File: src/sv/shell_command_lexer_assert.svh
// Assertion macros for the shell command lexer.
// The enclosing module supplies clk and rst.
`ifndef SHELL_COMMAND_LEXER_ASSERT_SVH
`define SHELL_COMMAND_LEXER_ASSERT_SVH

`ifndef SYNTHESIS

`define SCL_ASSERT(name, prop, msg) \
  name: assert property (@(posedge clk) disable iff (rst) prop) else $error(msg);

`define SCL_ASSERT_RST(name, prop, msg) \
  name: assert property (@(posedge clk) prop) else $error(msg);

`else

`define SCL_ASSERT(name, prop, msg)

`define SCL_ASSERT_RST(name, prop, msg)

`endif

`endif

File: src/sv/scl_pkg.sv
package scl_pkg;

  localparam logic [7:0] CH_NUL    = 8'h00;
  localparam logic [7:0] CH_SPACE  = 8'h20;
  localparam logic [7:0] CH_SQUOTE = 8'h27;
  localparam logic [7:0] CH_DQUOTE = 8'h22;
  localparam logic [7:0] CH_PIPE   = 8'h7C;
  localparam logic [7:0] CH_GT     = 8'h3E;
  localparam logic [7:0] CH_LT     = 8'h3C;
  localparam logic [7:0] CH_DOLLAR = 8'h24;

  localparam logic [2:0] M_IDLE     = 3'd0;
  localparam logic [2:0] M_SQ_EMPTY = 3'd1;
  localparam logic [2:0] M_SQ_TEXT  = 3'd2;
  localparam logic [2:0] M_DQ_EMPTY = 3'd3;
  localparam logic [2:0] M_DQ_TEXT  = 3'd4;
  localparam logic [2:0] M_DOLLAR   = 3'd5;
  localparam logic [2:0] M_WORD     = 3'd6;

  localparam logic [1:0] ANG_NONE = 2'd0;
  localparam logic [1:0] ANG_GT   = 2'd1;
  localparam logic [1:0] ANG_LT   = 2'd2;

  localparam logic [3:0] T_SPACE   = 4'd0;
  localparam logic [3:0] T_SINGLE  = 4'd1;
  localparam logic [3:0] T_DOUBLE  = 4'd2;
  localparam logic [3:0] T_PIPE    = 4'd3;
  localparam logic [3:0] T_APPEND  = 4'd4;
  localparam logic [3:0] T_HEREDOC = 4'd5;
  localparam logic [3:0] T_OUT     = 4'd6;
  localparam logic [3:0] T_IN      = 4'd7;
  localparam logic [3:0] T_DOLLAR  = 4'd8;
  localparam logic [3:0] T_WORD    = 4'd9;

  localparam int unsigned MAX_RES = 4;
  localparam int unsigned RES_IW  = $clog2(MAX_RES);
  localparam int unsigned RES_CW  = $clog2(MAX_RES + 1);

  typedef struct packed {
    logic [7:0] ch;
    logic [3:0] token_type;
    logic       token_start;
    logic       has_char;
    logic       line_end;
    logic       run_last;
  } res_t;

  function automatic res_t mk_res(logic [7:0] ch, logic [3:0] token_type,
                                  logic token_start, logic has_char, logic line_end);
    res_t r;
    r.ch          = ch;
    r.token_type  = token_type;
    r.token_start = token_start;
    r.has_char    = has_char;
    r.line_end    = line_end;
    r.run_last    = 1'b0;
    return r;
  endfunction

  function automatic logic is_stop(logic [7:0] c);
    return c == CH_SPACE || c == CH_PIPE || c == CH_GT || c == CH_LT ||
           c == CH_DOLLAR || c == CH_SQUOTE || c == CH_DQUOTE;
  endfunction

endpackage

File: src/sv/scl_byte_if.sv
interface scl_byte_if;
  logic       valid;
  logic       ready;
  logic [7:0] byte_req;

  modport source (output valid, output byte_req, input ready);
  modport sink (input valid, input byte_req, output ready);
endinterface

File: src/sv/scl_tok_if.sv
interface scl_tok_if;
  logic       valid;
  logic       ready;
  logic [7:0] ch;
  logic [3:0] token_type;
  logic       token_start;
  logic       has_char;
  logic       line_end;
  logic       run_last;

  modport source (output valid, output ch, output token_type, output token_start,
                  output has_char, output line_end, output run_last, input ready);
  modport sink (input valid, input ch, input token_type, input token_start,
                input has_char, input line_end, input run_last, output ready);
endinterface

File: src/sv/shell_command_lexer.sv
// Shell command line tokenizer. Bytes of a command line enter on line_bytes, one
// request per cycle when ready; a zero byte ends the line and returns the lexer to
// its start state. Each byte yields zero to two token items on tokens, one item
// per cycle while tokens.ready is high, the last flagged by run_last. The lexer
// decision for a byte is made in the cycle it is accepted and its items are loaded
// into a four-entry result bank that drains in order; the next byte is accepted as
// soon as the bank is empty or its final item is taken. A byte with at most one
// item sustains one byte per clock while tokens.ready is high; more items stall
// the next byte. A pending '>' or '<' is held until the next byte shows whether it
// doubles; a space run is held until the next token starts, delaying its items.
`include "shell_command_lexer_assert.svh"

module shell_command_lexer (
  input  logic              clk,
  input  logic              rst,
  scl_byte_if.sink          line_bytes,
  scl_tok_if.source         tokens
);

  logic [2:0] mode, mode_next;
  logic [1:0] angle, angle_next;
  logic       pend_space, pend_space_next;
  logic       any_tok, any_tok_next;

  scl_pkg::res_t               bank [scl_pkg::MAX_RES];
  logic [scl_pkg::RES_CW-1:0]  cnt;

  scl_pkg::res_t               res  [scl_pkg::MAX_RES];
  logic [scl_pkg::RES_CW-1:0]  nres;

  logic acc, take;

  assign take = tokens.valid && tokens.ready;
  assign line_bytes.ready = (cnt == '0) ||
                            (cnt == scl_pkg::RES_CW'(1) && tokens.ready);
  assign acc = line_bytes.valid && line_bytes.ready;

  assign tokens.valid       = cnt != '0;
  assign tokens.ch          = bank[0].ch;
  assign tokens.token_type  = bank[0].token_type;
  assign tokens.token_start = bank[0].token_start;
  assign tokens.has_char    = bank[0].has_char;
  assign tokens.line_end    = bank[0].line_end;
  assign tokens.run_last    = bank[0].run_last;

  always_comb begin
    logic [7:0] c;
    logic       run_idle;
    logic       empty_q;
    c        = line_bytes.byte_req;
    run_idle = 1'b0;
    empty_q  = 1'b0;
    nres     = '0;
    for (int i = 0; i < scl_pkg::MAX_RES; i++) begin
      res[i] = scl_pkg::mk_res(scl_pkg::CH_NUL, scl_pkg::T_SPACE, 1'b0, 1'b0, 1'b0);
    end
    mode_next       = (mode > scl_pkg::M_WORD) ? scl_pkg::M_IDLE : mode;
    angle_next      = (angle > scl_pkg::ANG_LT) ? scl_pkg::ANG_NONE : angle;
    pend_space_next = pend_space;
    any_tok_next    = any_tok;

    if (c == scl_pkg::CH_NUL) begin
      if (angle_next == scl_pkg::ANG_GT) begin
        res[nres[scl_pkg::RES_IW-1:0]] =
          scl_pkg::mk_res(scl_pkg::CH_GT, scl_pkg::T_OUT, 1'b1, 1'b1, 1'b0);
        nres = nres + 1'b1;
      end else if (angle_next == scl_pkg::ANG_LT) begin
        res[nres[scl_pkg::RES_IW-1:0]] =
          scl_pkg::mk_res(scl_pkg::CH_LT, scl_pkg::T_IN, 1'b1, 1'b1, 1'b0);
        nres = nres + 1'b1;
      end
      if (mode_next == scl_pkg::M_SQ_EMPTY) begin
        res[nres[scl_pkg::RES_IW-1:0]] =
          scl_pkg::mk_res(scl_pkg::CH_NUL, scl_pkg::T_SINGLE, 1'b1, 1'b0, 1'b0);
        nres = nres + 1'b1;
      end else if (mode_next == scl_pkg::M_DQ_EMPTY) begin
        res[nres[scl_pkg::RES_IW-1:0]] =
          scl_pkg::mk_res(scl_pkg::CH_NUL, scl_pkg::T_DOUBLE, 1'b1, 1'b0, 1'b0);
        nres = nres + 1'b1;
      end
      res[nres[scl_pkg::RES_IW-1:0]] =
        scl_pkg::mk_res(scl_pkg::CH_NUL, scl_pkg::T_SPACE, 1'b0, 1'b0, 1'b1);
      nres = nres + 1'b1;
      mode_next       = scl_pkg::M_IDLE;
      angle_next      = scl_pkg::ANG_NONE;
      pend_space_next = 1'b0;
      any_tok_next    = 1'b0;
    end else if (angle_next != scl_pkg::ANG_NONE) begin
      if (angle_next == scl_pkg::ANG_GT && c == scl_pkg::CH_GT) begin
        res[0] = scl_pkg::mk_res(scl_pkg::CH_GT, scl_pkg::T_APPEND, 1'b1, 1'b1, 1'b0);
        res[1] = scl_pkg::mk_res(scl_pkg::CH_GT, scl_pkg::T_APPEND, 1'b0, 1'b1, 1'b0);
        nres = scl_pkg::RES_CW'(2);
      end else if (angle_next == scl_pkg::ANG_LT && c == scl_pkg::CH_LT) begin
        res[0] = scl_pkg::mk_res(scl_pkg::CH_LT, scl_pkg::T_HEREDOC, 1'b1, 1'b1, 1'b0);
        res[1] = scl_pkg::mk_res(scl_pkg::CH_LT, scl_pkg::T_HEREDOC, 1'b0, 1'b1, 1'b0);
        nres = scl_pkg::RES_CW'(2);
      end else begin
        if (angle_next == scl_pkg::ANG_GT) begin
          res[0] = scl_pkg::mk_res(scl_pkg::CH_GT, scl_pkg::T_OUT, 1'b1, 1'b1, 1'b0);
        end else begin
          res[0] = scl_pkg::mk_res(scl_pkg::CH_LT, scl_pkg::T_IN, 1'b1, 1'b1, 1'b0);
        end
        nres = scl_pkg::RES_CW'(1);
        run_idle = 1'b1;
      end
      angle_next = scl_pkg::ANG_NONE;
    end else begin
      unique case (mode_next)
        scl_pkg::M_SQ_EMPTY, scl_pkg::M_SQ_TEXT: begin
          empty_q = mode_next == scl_pkg::M_SQ_EMPTY;
          if (c == scl_pkg::CH_SQUOTE) begin
            if (empty_q) begin
              res[0] = scl_pkg::mk_res(scl_pkg::CH_NUL, scl_pkg::T_SINGLE, 1'b1, 1'b0, 1'b0);
              nres = scl_pkg::RES_CW'(1);
            end
            mode_next = scl_pkg::M_IDLE;
          end else begin
            res[0] = scl_pkg::mk_res(c, scl_pkg::T_SINGLE, empty_q, 1'b1, 1'b0);
            nres = scl_pkg::RES_CW'(1);
            mode_next = scl_pkg::M_SQ_TEXT;
          end
        end
        scl_pkg::M_DQ_EMPTY, scl_pkg::M_DQ_TEXT: begin
          empty_q = mode_next == scl_pkg::M_DQ_EMPTY;
          if (c == scl_pkg::CH_DQUOTE) begin
            if (empty_q) begin
              res[0] = scl_pkg::mk_res(scl_pkg::CH_NUL, scl_pkg::T_DOUBLE, 1'b1, 1'b0, 1'b0);
              nres = scl_pkg::RES_CW'(1);
            end
            mode_next = scl_pkg::M_IDLE;
          end else begin
            res[0] = scl_pkg::mk_res(c, scl_pkg::T_DOUBLE, empty_q, 1'b1, 1'b0);
            nres = scl_pkg::RES_CW'(1);
            mode_next = scl_pkg::M_DQ_TEXT;
          end
        end
        scl_pkg::M_DOLLAR, scl_pkg::M_WORD: begin
          if (scl_pkg::is_stop(c)) begin
            mode_next = scl_pkg::M_IDLE;
            run_idle  = 1'b1;
          end else begin
            res[0] = scl_pkg::mk_res(c, (mode_next == scl_pkg::M_DOLLAR) ?
                                     scl_pkg::T_DOLLAR : scl_pkg::T_WORD,
                                     1'b0, 1'b1, 1'b0);
            nres = scl_pkg::RES_CW'(1);
          end
        end
        default: begin
          run_idle = 1'b1;
        end
      endcase
    end

    if (run_idle) begin
      if (c == scl_pkg::CH_SPACE) begin
        if (any_tok) begin
          pend_space_next = 1'b1;
        end
      end else begin
        if (pend_space) begin
          res[nres[scl_pkg::RES_IW-1:0]] =
            scl_pkg::mk_res(scl_pkg::CH_SPACE, scl_pkg::T_SPACE, 1'b1, 1'b1, 1'b0);
          nres = nres + 1'b1;
          pend_space_next = 1'b0;
        end
        any_tok_next = 1'b1;
        priority if (c == scl_pkg::CH_SQUOTE) begin
          mode_next = scl_pkg::M_SQ_EMPTY;
        end else if (c == scl_pkg::CH_DQUOTE) begin
          mode_next = scl_pkg::M_DQ_EMPTY;
        end else if (c == scl_pkg::CH_PIPE) begin
          res[nres[scl_pkg::RES_IW-1:0]] =
            scl_pkg::mk_res(c, scl_pkg::T_PIPE, 1'b1, 1'b1, 1'b0);
          nres = nres + 1'b1;
        end else if (c == scl_pkg::CH_GT) begin
          angle_next = scl_pkg::ANG_GT;
        end else if (c == scl_pkg::CH_LT) begin
          angle_next = scl_pkg::ANG_LT;
        end else if (c == scl_pkg::CH_DOLLAR) begin
          res[nres[scl_pkg::RES_IW-1:0]] =
            scl_pkg::mk_res(c, scl_pkg::T_DOLLAR, 1'b1, 1'b1, 1'b0);
          nres = nres + 1'b1;
          mode_next = scl_pkg::M_DOLLAR;
        end else begin
          res[nres[scl_pkg::RES_IW-1:0]] =
            scl_pkg::mk_res(c, scl_pkg::T_WORD, 1'b1, 1'b1, 1'b0);
          nres = nres + 1'b1;
          mode_next = scl_pkg::M_WORD;
        end
      end
    end

    if (nres != '0) begin
      res[nres[scl_pkg::RES_IW-1:0] - 1'b1].run_last = 1'b1;
    end
  end

  always_ff @(posedge clk) begin
    if (rst) begin
      cnt        <= '0;
      mode       <= scl_pkg::M_IDLE;
      angle      <= scl_pkg::ANG_NONE;
      pend_space <= 1'b0;
      any_tok    <= 1'b0;
    end else if (acc) begin
      cnt        <= nres;
      mode       <= mode_next;
      angle      <= angle_next;
      pend_space <= pend_space_next;
      any_tok    <= any_tok_next;
    end else if (take) begin
      cnt <= cnt - 1'b1;
    end
  end

  // load on accept, else advance the bank toward the output slot
  always_ff @(posedge clk) begin
    if (acc) begin
      for (int i = 0; i < scl_pkg::MAX_RES; i++) begin
        bank[i] <= res[i];
      end
    end else if (take) begin
      for (int i = 0; i < scl_pkg::MAX_RES - 1; i++) begin
        bank[i] <= bank[i + 1];
      end
    end
  end

  `SCL_ASSERT(a_end_is_last, tokens.valid && tokens.line_end |-> tokens.run_last,
              "line end not last")
  `SCL_ASSERT(a_no_char_zero,
              tokens.valid && !tokens.has_char |-> tokens.ch == scl_pkg::CH_NUL,
              "empty item carries a character")
  `SCL_ASSERT(a_line_clears,
              acc && line_bytes.byte_req == scl_pkg::CH_NUL |=>
                mode == scl_pkg::M_IDLE && angle == scl_pkg::ANG_NONE &&
                !pend_space && !any_tok,
              "state not cleared at line end")
  `SCL_ASSERT(a_ready_empty, cnt == '0 |-> line_bytes.ready, "not ready with empty bank")
  `SCL_ASSERT_RST(a_reset,
                  rst |=> cnt == '0 && mode == scl_pkg::M_IDLE &&
                    angle == scl_pkg::ANG_NONE,
                  "reset state wrong")

endmodule
File: src/flat_wrapper.sv
// flat-port wrapper written by rule: the top's interface ports become plain ports
module shell_command_lexer_flat 
  (clk, rst, line_bytes_valid, line_bytes_byte_req, line_bytes_ready, tokens_valid, tokens_ch, tokens_token_type, tokens_token_start, tokens_has_char, tokens_line_end, tokens_run_last, tokens_ready);
  scl_byte_if line_bytes_i ();
  scl_tok_if tokens_i ();
  input  logic clk;
  input  logic rst;
  input wire logic [$bits(line_bytes_i.valid)-1:0] line_bytes_valid;
  input wire logic [$bits(line_bytes_i.byte_req)-1:0] line_bytes_byte_req;
  output wire logic [$bits(line_bytes_i.ready)-1:0] line_bytes_ready;
  output wire logic [$bits(tokens_i.valid)-1:0] tokens_valid;
  output wire logic [$bits(tokens_i.ch)-1:0] tokens_ch;
  output wire logic [$bits(tokens_i.token_type)-1:0] tokens_token_type;
  output wire logic [$bits(tokens_i.token_start)-1:0] tokens_token_start;
  output wire logic [$bits(tokens_i.has_char)-1:0] tokens_has_char;
  output wire logic [$bits(tokens_i.line_end)-1:0] tokens_line_end;
  output wire logic [$bits(tokens_i.run_last)-1:0] tokens_run_last;
  input wire logic [$bits(tokens_i.ready)-1:0] tokens_ready;
  assign line_bytes_i.valid = line_bytes_valid;
  assign line_bytes_i.byte_req = line_bytes_byte_req;
  assign line_bytes_ready = line_bytes_i.ready;
  assign tokens_valid = tokens_i.valid;
  assign tokens_ch = tokens_i.ch;
  assign tokens_token_type = tokens_i.token_type;
  assign tokens_token_start = tokens_i.token_start;
  assign tokens_has_char = tokens_i.has_char;
  assign tokens_line_end = tokens_i.line_end;
  assign tokens_run_last = tokens_i.run_last;
  assign tokens_i.ready = tokens_ready;
  shell_command_lexer u_core (.clk(clk), .rst(rst), .line_bytes(line_bytes_i), .tokens(tokens_i));
endmodule
File: config.mk
export PLATFORM = sky130hd
export DESIGN_NAME = shell_command_lexer_flat
export DESIGN_NICKNAME = d
export VERILOG_FILES = /design/src/sv/scl_pkg.sv /design/src/sv/scl_byte_if.sv /design/src/sv/scl_tok_if.sv /design/src/sv/shell_command_lexer.sv /design/src/flat_wrapper.sv
export VERILOG_INCLUDE_DIRS = /design/src /design/src/sv
export SDC_FILE = /design/constraint.sdc
export NUM_CORES = 1
export LEC_CHECK = 0
export BUFFER_PORTS_ARGS = -buffer_cell sky130_fd_sc_hd__buf_4
export CAP_MARGIN = 20
export CELL_PAD_IN_SITES_DETAIL_PLACEMENT = 2
export CELL_PAD_IN_SITES_GLOBAL_PLACEMENT = 2
export CORE_MARGIN = 2
export CORE_UTILIZATION = 35
export DETAILED_ROUTE_END_ITERATION = 7
export HOLD_SLACK_MARGIN = 0.02
export PLACE_DENSITY_LB_ADDON = 0.2
export SLEW_MARGIN = 20
export SYNTH_ARGS = -nofsm -noshare
export SYNTH_HDL_FRONTEND = slang
export SYNTH_SLANG_ARGS = --single-unit
File: constraint.sdc
create_clock -name clk -period 4.2 [get_ports clk]
set_clock_uncertainty 0.2 [all_clocks]
set_input_delay 0.63 -clock clk [delete_from_list [all_inputs] [get_ports clk]]
set_output_delay 0.63 -clock clk [all_outputs]
set_load 0.05 [all_outputs]
==> results of run 1 <==
-- layer usage --
metal	wire (µm)	part of all wire, %	global-route usage [%]	up-vias
met2	8140	50	43.8	63
met3	446	2.8	3.68	28
met1	7100	44	31.7	2038
li1	-	-	-	1877
met5	0	0	0	-
met4	458	2.8	10.0	0
-- stage by stage --
stage | util (%) | setup TNS, ns | hold slack, ns | cells | total power (W)
2_1_floorplan | - | 0 | 0.247 | 484 | 0.00347
3_3_place_gp | 40.5 | -0.440 | 0.259 | 695 | 0.00456
3_5_place_dp | 40.6 | -2.46 | 0.281 | 695 | 0.00470
4_1_cts | 43.0 | 0 | 0.294 | 711 | 0.00551
5_1_grt | 43.4 | -0.130 | 0.329 | 711 | 0.00594
6_report | 43.4 | 0 | 0.294 | 711 | 0.00556
-- cells by family (layout without fill, tap and decap cells) --
logic type | count (synthesis) | in the layout | synth area share (%)
xor gates and xnor gates | 9 | 9 | 1.78
AOI/OAI and AO/OA | 133 | 133 | 19.8
and+or+nand+nor | 194 | 194 | 21.1
DFF | 70 | 70 | 45.3
adders and majority gates | 22 | 22 | 6.23
buffers and inverters | 52 | 107 | 4.76
muxes | 4 | 4 | 0.963
-- synthesized netlist by cell type, types with 3 or more instances --
cell and n:
nand2_1 76, edfxtp_1 60, nor2_1 43, o21ai_0 33, a21oi_1 28, clkbuf_1 26, ha_1 22, inv_1 16
nand3_1 15, a31oi_1 14, dfxtp_1 10, nor3_1 9, a211oi_1 8, and3_1 7, nand4_1 7, xnor2_1 7
a211o_1 4, a22o_1 4, a311oi_1 4, a32oi_1 4, and2_1 4, buf_1 4, nor2b_1 4, o31ai_1 4
or3_1 4, a21o_1 3, and4_1 3, buf_2 3, nand2b_1 3, nor2_2 3, o22ai_1 3, or2_2 3
-- final timing paths --
kind,from,endpoint,slack [ns],cells past startpoint
worst min register to register,u_core.any_tok$_SDFFE_PP0P_,u_core.any_tok$_SDFFE_PP0P_,0.29,2
worst max-delay path,line_bytes_byte_req[3],u_core.bank[0][12]$_DFFE_PP_,0.16,16
worst max register to register,u_core.angle[0]$_SDFFE_PP0P_,u_core.bank[0][12]$_DFFE_PP_,0.19,16
worst min-delay path,u_core.any_tok$_SDFFE_PP0P_,u_core.any_tok$_SDFFE_PP0P_,0.29,2
-- sequential cells by signal, indices dropped and copies added (netlist names) --
signal,cells
u_core.bank,60
u_core.cnt,3
u_core.mode,3
u_core.angle,2
u_core.any_tok,1
u_core.pend_space,1
-- worst max-delay path, cell delays in order --
cell and delay, ns:
buf_4 0.14, or4_1 0.56, nor4_1 0.26, a21oi_1 0.10
a311oi_1 0.35, o22ai_1 0.16, ha_1 0.35, mux2_2 0.28
inv_1 0.09, ha_1 0.19, a32oi_2 0.14, nor4_2 0.21
buf_4 0.19, nor3_4 0.05, nor2_1 0.14, o21ai_0 0.09
-- final cells by class --
type	count	area [µm²]
clock buffers	9	225
clock inverters	7	50.0
fillers	1374	7060
inverters	17	63.8
multi-input cells	362	2290
flip-flops and latches	70	2000
well taps	172	215
repair buffers	74	559
-- where the power goes --
part | internal (W) | switching (W) | total, W
clock | 0.000401 | 0.000326 | 0.000726
sequential | 0.00127 | 0.000122 | 0.00139
combinational | 0.00120 | 0.00224 | 0.00344
total | 0.00287 | 0.00269 | 0.00556
-- what timing repair did --
item                       4_1_cts  5_1_grt
hold buffers                     0        0
gates cloned                     0        0
resized for setup                7       10
setup endpoints to repair        7       25
==> flow_metrics.env, run 1 <==
export IMPL_yosys_warnings=0
export IMPL_placementRows=41
export IMPL_grt_antenna_before_repair=0
export IMPL_clock_path_buffers=2
export IMPL_synth_nets=518
export IMPL_crit_required_ns=4.10
export IMPL_p_leak_nw=2.10
export IMPL_pre_cts_ws_ns=-0.410
export IMPL_cts_tree="done"
export IMPL_first_pass_iters=5
export IMPL_clk_latency_ns=0.35
export IMPL_synth_distinct_cells=65
export IMPL_grt_overflow_total=0
export IMPL_holdCritPathClass="register to register"
export IMPL_portBuffers=29
export IMPL_drive_gt1_share_pct=22.1
export IMPL_synth_area_top_cells="edfxtp_1 (41%), nand2_1 (6.5%), ha_1 (6.2%), dfxtp_1 (4.5%), o21ai_0 (3.7%)"
export IMPL_avgViaCountPerCell=5.63
export IMPL_detailroute_via_count=4006
export IMPL_core_area_um2=12500
export IMPL_post_dp_cell_area_um2=5060
export IMPL_setup_violations=0
export IMPL_grt_max_degree=47
export IMPL_grt_pass1_wl_mm=25.4
export IMPL_maxCapViolCount=0
export IMPL_ir_worst_vdd_mv=0.409
export IMPL_drcViolationCount=0
export IMPL_postRouteAntennaNets=0
export IMPL_clk_pin_slew_ns=0.06
export IMPL_clock_root_buffer="clkbuf_16"
export IMPL_cp_max_fo=5
export IMPL_first_global_vias=4498
export IMPL_drt_wirelength_per_cell_um=22.7
export IMPL_fin_ws_ns=0.163
export IMPL_hold_violations=0
export IMPL_cts_sinks=70
export IMPL_cp_start_kind="input pin"
export IMPL_ys_ff_latch=70
export IMPL_tightest_slew_ns=0.819
export IMPL_synthCells=484
export IMPL_place_hpwl_mm=11.8
export IMPL_pin_count=30
export IMPL_end_kind="register"
export IMPL_area_growth_pct=22.4
export IMPL_pwr_density_cell_nw_per_um2=1030
export IMPL_drt_iter0_markers=303
export IMPL_synth_top_flop_cell="edfxtp_1"
export IMPL_start_util_pct=35.4
export IMPL_status="complete, no violations"
export IMPL_seq_area_frac_synth_pct=45.3
export IMPL_fin_area_um2=5410
export IMPL_synth_edff_count=60
export IMPL_syn_area_per_cell_um2=9.13
export IMPL_fmax_ghz=0.248
export IMPL_cts_htree_levels=3
export IMPL_die_x_um=116
export IMPL_yosys_area_top_type="edfxtp_1"
export IMPL_layout_common_cells="nand2_1 (75), buf_4 (73), edfxtp_1 (60), nor2_1 (42), o21ai_0 (32)"
export IMPL_syn_area_um2=4420
export IMPL_gp_congestion=0.877
export IMPL_postCtsSetupRepairBufs=0
export IMPL_netlist_area_leader_share_pct=40.8
export IMPL_finish_net_count=568
export IMPL_diodes=0
export IMPL_synthArstFlopShare_pct=0
export IMPL_critPathArrivalTime_ns=3.93
export IMPL_final_common_cell="nand2_1"
export IMPL_fin_crit_sh_pct=96.1
export IMPL_maxSlewHeadroom_pct=45.2
export IMPL_period_needed_ns=4.04
export IMPL_cts_inserted_buffers=9
export IMPL_die_area_um2=13500
export IMPL_routed_wl_mm=16.1
export IMPL_path_class="input pin to register"
export IMPL_slew_violations=0
export IMPL_grt_usage_pct=25.2
export IMPL_die_h_um=116
(Power assumes the default switching activity.)
==> inputs of run 2 (changes only) <==
--- a/config.mk
+++ b/config.mk
@@ -6,12 +6,13 @@
 export SDC_FILE = /design/constraint.sdc
 export NUM_CORES = 1
 export LEC_CHECK = 0
+export ABC_AREA = 1
 export BUFFER_PORTS_ARGS = -buffer_cell sky130_fd_sc_hd__buf_4
 export CAP_MARGIN = 20
 export CELL_PAD_IN_SITES_DETAIL_PLACEMENT = 2
 export CELL_PAD_IN_SITES_GLOBAL_PLACEMENT = 2
 export CORE_MARGIN = 2
-export CORE_UTILIZATION = 35
+export CORE_UTILIZATION = 40
 export DETAILED_ROUTE_END_ITERATION = 7
 export HOLD_SLACK_MARGIN = 0.02
 export PLACE_DENSITY_LB_ADDON = 0.2
==> constraint.sdc (replaced) <==
create_clock -name clk -period 4.7 [get_ports clk]
set_clock_uncertainty 0.2 [all_clocks]
set_input_delay 0.705 -clock clk [delete_from_list [all_inputs] [get_ports clk]]
set_output_delay 0.705 -clock clk [all_outputs]
set_load 0.05 [all_outputs]
==> flow_metrics.env, run 2 <==
export IMPL_drt_wirelength_per_cell_um=23.6
export IMPL_comb_power_share_pct=55.8
export IMPL_postRouteAntennaNets=0
export IMPL_grt_overflow_total=0
export IMPL_synthArstFlopShare_pct=0
export IMPL_drt_iter0_markers=289
export IMPL_internal_power_w=0.00191
export IMPL_ys_ff_latch=70
export IMPL_clk_pin_slew_ns=0.09
export IMPL_maxSlewHeadroom_pct=43.1
export IMPL_end_kind="register"
export IMPL_first_global_vias=4460
export IMPL_pre_cts_ws_ns=0.301
export IMPL_regArea_um2=2000
export IMPL_holdCritPathClass="register to register"
export IMPL_netlist_area_leader_share_pct=41.3
export IMPL_rsz0062_at_grt="false"
export IMPL_cp_max_fo=4
export IMPL_synth_area_top_cells="edfxtp_1 (41%), nand2_1 (9.3%), ha_1 (6.3%), inv_1 (5.2%), nor2_1 (4.9%)"
export IMPL_status="complete, no violations"
export IMPL_synth_top_flop_cell="edfxtp_1"
export IMPL_netlist_top_cells_count="nand2_1 (108), inv_1 (61), edfxtp_1 (60)"
export IMPL_finalSetupTns_ns=0
export IMPL_reg2regPathDepth=21
export IMPL_final_util_pct=46.2
export IMPL_drcViolationCount=0
export IMPL_synth_most_common_cell="nand2_1"
export IMPL_synth_xor_area_share_pct=0.401
export IMPL_postCtsHoldBufs=0
export IMPL_fin_area_um2=4970
export IMPL_die_h_um=108
export IMPL_fin_crit_sh_pct=93.5
export IMPL_largest_register_ffs=60
export IMPL_grt_usage_pct=29.9
export IMPL_tightest_slew_ns=0.852
export IMPL_clk_latency_ns=0.37
export IMPL_die_area_um2=11800
export IMPL_clock_root_buffer="clkbuf_8"
export IMPL_setup_violations=0
export IMPL_synth_top_family_by_area="simple AND/OR/NAND/NOR gates"
export IMPL_path_class="register to register"
export IMPL_slew_violations=0
export IMPL_synth_compound_area_share_pct=13.6
export IMPL_whs_path_depth=2
export IMPL_fin_ws_ns=0.307
export IMPL_diodes=0
export IMPL_detailroute_via_count=4045
export IMPL_grt_max_degree=38
export IMPL_p_leak_nw=2.21
export IMPL_synth_nets=561
export IMPL_clock_path_buffers=2
export IMPL_grt_antenna_before_repair=0
export IMPL_syn_area_um2=4360
export IMPL_cp_start_kind="register"
export IMPL_critPathArrivalTime_ns=4.44
export IMPL_synth_edff_count=60
export IMPL_yosys_area_share_simple_pct=26.0
export IMPL_cts_htree_levels=3
export IMPL_multiInputGateArea_um2=2030
export IMPL_synthAdderAreaFrac_pct=6.31
export IMPL_post_dp_cell_area_um2=4770
export IMPL_fin_hold_ws_ns=0.339
export IMPL_first_pass_iters=4
export IMPL_gp_congestion=0.948
export IMPL_place_hpwl_mm=12.3
export IMPL_ir_worst_vdd_mv=0.401
export IMPL_die_x_um=108
export IMPL_start_util_pct=40.6
export IMPL_seq_area_frac_synth_pct=45.9
export IMPL_finish_net_count=597
export IMPL_muxShareOfSynthArea_pct=0
export IMPL_layout_common_cells="nand2_1 (107), inv_1 (61), edfxtp_1 (60), nor2_1 (56), buf_4 (39)"
export IMPL_routed_wl_mm=16.7
export IMPL_synthCells=527
export IMPL_area_growth_pct=13.8
export IMPL_clkPwrFrac_pct=13.7
export IMPL_drive_gt1_share_pct=17.6
export IMPL_maxCapViolCount=0
export IMPL_yosys_warnings=0
export IMPL_synth_distinct_cells=39
export IMPL_portBuffers=29
export IMPL_power_frac_seq_pct=30.5
export IMPL_avgViaCountPerCell=5.71
export IMPL_pwr_density_cell_nw_per_um2=780
export IMPL_cts_sinks=70
export IMPL_p_switching_w=0.00196
export IMPL_hold_violations=0
export IMPL_postCtsSetupRepairBufs=0
export IMPL_switching_share_pct=50.7
export IMPL_period_needed_ns=4.39
export IMPL_cts_tree="done"
export IMPL_largest_register="u_core.bank"
export IMPL_nFillCells=1229
export IMPL_yosys_area_top_type="edfxtp_1"
export IMPL_fmax_ghz=0.228
export IMPL_cts_inserted_buffers=9
export IMPL_grt_pass1_wl_mm=25.9
export IMPL_post_cts_resize_count=0
export IMPL_placementRows=38
export IMPL_pin_count=30
export IMPL_crit_required_ns=4.75
export IMPL_final_common_cell="nand2_1"
export IMPL_syn_area_per_cell_um2=8.28
export IMPL_core_area_um2=10700
export IMPL_top_regs="u_core.bank x60, u_core.cnt x3, u_core.mode x3"
run 2: worst max-delay path, cell delays in order, from the launching register on:
cell and delay, ns:
dfxtp_1 0.42, inv_1 0.11, ha_1 0.31, inv_1 0.07, ha_1 0.29, o21ai_1 0.31, inv_1 0.12, ha_1 0.31
nand2_1 0.07, nand2_1 0.12, ha_1 0.31, o21ai_1 0.21, ha_1 0.20, inv_1 0.06, nor2_1 0.16, inv_1 0.10
nor2_1 0.24, buf_4 0.19, nand2_2 0.09, o21ai_0 0.19, o22ai_1 0.10, inv_1 0.06
run 2: worst paths after layout:
kind / end / start / slack (ns)
worst max-delay path: u_core.bank[0][10]$_DFFE_PP_ / u_core.angle[0]$_SDFFE_PP0P_ / 0.31
worst min-delay path: u_core.bank[0][8]$_DFFE_PP_ / u_core.bank[1][8]$_DFFE_PP_ / 0.34
worst max register to register: u_core.bank[0][10]$_DFFE_PP_ / u_core.angle[0]$_SDFFE_PP0P_ / 0.31
worst min register to register: u_core.bank[0][8]$_DFFE_PP_ / u_core.bank[1][8]$_DFFE_PP_ / 0.34
run 2: power groups by stage:
stage	clock, W	sequential, W	combinational (W)
6_report	0.000530	0.00118	0.00216
5_1_grt	0.000555	0.00121	0.00234
4_1_cts	0.000537	0.00119	0.00215
3_5_place_dp	0	0.00120	0.00210
3_3_place_gp	0	0.00117	0.00201
2_1_floorplan	0	0.00142	0.00119
run 2: cells by family after synthesis:
family	Yosys count
buffers and inverters	85
AOI/OAI and AO/OA	102
adders and majority gates	22
DFF	70
and+or+nand+nor	246
xor gates and xnor gates	2
run 2: metrics by stage:
| stage | cells | total power (W) |
|---|---|---|
| 5_1_grt | 708 | 0.00410 |
| 2_1_floorplan | 527 | 0.00260 |
| 3_3_place_gp | 692 | 0.00318 |
| 4_1_cts | 708 | 0.00387 |
| 6_report | 708 | 0.00387 |
| 3_5_place_dp | 692 | 0.00330 |
run 2: routing by layer:
metal  share of wire [%]  global-route usage (%)  vias to the layer above  routed length [µm]
li1                    -                       -                     1847                   -
met4                 3.2                    11.9                        0                 539
met1                  41                    35.8                     2054                6820
met2                  51                    52.8                      111                8520
met5                   0                       0                        -                   0
met3                 4.9                    5.55                       33                 817
run 2: layout make-up:
type / instances / area share, %
flip-flops and latches: 70 / 40.3
clock buffers: 9 / 2.49
multi-input cells: 372 / 40.9
clock inverters: 7 / 1.49
well taps: 140 / 3.53
inverters: 71 / 5.42
repair buffers: 39 / 5.90
==> inputs of run 3 (changes only) <==
--- a/config.mk
+++ b/config.mk
@@ -15,7 +15,7 @@
 export CORE_UTILIZATION = 40
 export DETAILED_ROUTE_END_ITERATION = 7
 export HOLD_SLACK_MARGIN = 0.02
-export PLACE_DENSITY_LB_ADDON = 0.2
+export PLACE_DENSITY_LB_ADDON = 0.1
 export SLEW_MARGIN = 20
 export SYNTH_ARGS = -nofsm -noshare
 export SYNTH_HDL_FRONTEND = slang
==> flow_metrics.env, run 3 (synthesis results as in run 2) <==
export IMPL_status="complete, no violations"
export IMPL_clk_pin_slew_ns=0.09
export IMPL_core_area_um2=10700
export IMPL_grt_antenna_before_repair=0
export IMPL_postCtsSetupRepairBufs=0
export IMPL_slew_violations=0
export IMPL_top_regs="u_core.bank x60, u_core.cnt x3, u_core.mode x3"
export IMPL_p_leak_nw=2.22
export IMPL_grt_max_degree=38
export IMPL_clock_path_buffers=2
export IMPL_die_area_um2=11800
export IMPL_finalSetupTns_ns=0
export IMPL_period_needed_ns=4.26
export IMPL_die_h_um=108
export IMPL_path_class="register to register"
export IMPL_grt_usage_pct=30.3
export IMPL_clk_latency_ns=0.38
export IMPL_drt_iter0_markers=254
export IMPL_first_global_vias=4446
export IMPL_cts_sinks=70
export IMPL_largest_register_ffs=60
export IMPL_pre_cts_ws_ns=0.292
export IMPL_drt_wirelength_per_cell_um=23.9
export IMPL_fmax_ghz=0.235
export IMPL_drcViolationCount=0
export IMPL_first_pass_iters=4
export IMPL_portBuffers=29
export IMPL_diodes=0
export IMPL_rsz0062_at_grt="false"
export IMPL_ir_worst_vdd_mv=0.420
export IMPL_grt_pass1_wl_mm=25.8
export IMPL_fin_ws_ns=0.440
export IMPL_gp_congestion=0.907
export IMPL_detailroute_via_count=4030
export IMPL_avgViaCountPerCell=5.69
export IMPL_regArea_um2=2000
export IMPL_cp_max_fo=6
export IMPL_cp_start_kind="register"
export IMPL_pwr_density_cell_nw_per_um2=786
export IMPL_clock_root_buffer="clkbuf_8"
export IMPL_postRouteAntennaNets=0
export IMPL_setup_violations=0
export IMPL_dp_cells=692
export IMPL_fin_cells=708
export IMPL_die_x_um=108
export IMPL_maxSlewHeadroom_pct=58.9
export IMPL_crit_required_ns=4.75
export IMPL_routed_wl_mm=16.9
export IMPL_critPathArrivalTime_ns=4.31
export IMPL_maxCapViolCount=0
export IMPL_power_total_w=0.00393
export IMPL_holdCritPathClass="register to register"
export IMPL_grt_overflow_total=0
export IMPL_cts_htree_levels=3
export IMPL_fin_crit_sh_pct=90.6
export IMPL_place_hpwl_mm=12.3
export IMPL_drive_gt1_share_pct=17.8
export IMPL_multiInputGateArea_um2=2030
export IMPL_nFillCells=1224
export IMPL_tightest_slew_ns=0.611
export IMPL_fin_hold_ws_ns=0.338
export IMPL_start_util_pct=40.6
export IMPL_cts_tree="done"
export IMPL_layout_common_cells="nand2_1 (107), inv_1 (61), edfxtp_1 (60), nor2_1 (56), buf_4 (39)"
export IMPL_end_kind="register"
export IMPL_final_common_cell="nand2_1"
export IMPL_reg2regPathDepth=21
export IMPL_hold_violations=0
export IMPL_placementRows=38
export IMPL_pin_count=30
export IMPL_cts_inserted_buffers=9
export IMPL_largest_register="u_core.bank"
export IMPL_whs_path_depth=2
export IMPL_finish_net_count=597
export IMPL_area_growth_pct=14.6
-- run 3: path summary, 6_finish.rpt --
| kind | start | endpoint | slack [ns] |
|---|---|---|---|
| worst max-delay path | u_core.angle[0]$_SDFFE_PP0P_ | u_core.bank[0][10]$_DFFE_PP_ | 0.44 |
| worst min register to register | u_core.bank[1][6]$_SDFFCE_PP0P_ | u_core.bank[0][6]$_DFFE_PP_ | 0.34 |
| worst max register to register | u_core.angle[0]$_SDFFE_PP0P_ | u_core.bank[0][10]$_DFFE_PP_ | 0.44 |
| worst min-delay path | u_core.bank[1][6]$_SDFFCE_PP0P_ | u_core.bank[0][6]$_DFFE_PP_ | 0.34 |
-- run 3: area by class of cell --
type / count / area share, %
clock buffers: 9 / 2.48
clock inverters: 7 / 2.10
inverters: 71 / 5.38
multi-input cells: 372 / 40.6
flip-flops and latches: 70 / 40.0
well taps: 140 / 3.50
repair buffers: 39 / 5.86
-- run 3: metal layers --
| metal | global-route usage, % | up-vias | part of all wire [%] |
|---|---|---|---|
| met2 | 52.1 | 116 | 50 |
| li1 | - | 1851 | - |
| met5 | 0 | - | 0 |
| met4 | 17.5 | 0 | 5.3 |
| met1 | 35.7 | 2008 | 40 |
| met3 | 5.00 | 55 | 4.6 |
-- run 3: where the power goes --
part / internal, W / switching, W
Clock: 0.000308 / 0.000298
Combinational: 0.000587 / 0.00154
Sequential: 0.00108 / 0.000117
Total: 0.00197 / 0.00196
-- run 3: worst max-delay path: stages (launching register included) --
cell and delay [ns]:
dfxtp_1 0.39, inv_1 0.09, ha_2 0.40, inv_1 0.09, ha_1 0.29, o21ai_1 0.20, inv_1 0.10, ha_1 0.30
nand2_1 0.08, nand2_1 0.11, ha_1 0.30, o21ai_1 0.18, ha_1 0.18, inv_1 0.04, nor2_1 0.15, inv_1 0.10
nor2_1 0.23, buf_4 0.19, nand2_2 0.11, o21ai_0 0.19, o22ai_1 0.11, inv_1 0.08
-- run 3: timing repair --
item                       CTS  global route
hold buffers                 0             0
resized for setup            0             1
hold endpoints to repair     0             0
setup endpoints to repair    0             1
-- run 3: through the flow --
stage	util [%]	cell area (µm²)
2_1_floorplan	-	4360
3_3_place_gp	44.4	4770
3_5_place_dp	44.4	4770
4_1_cts	46.5	5000
5_1_grt	46.5	5000
6_report	46.5	5000
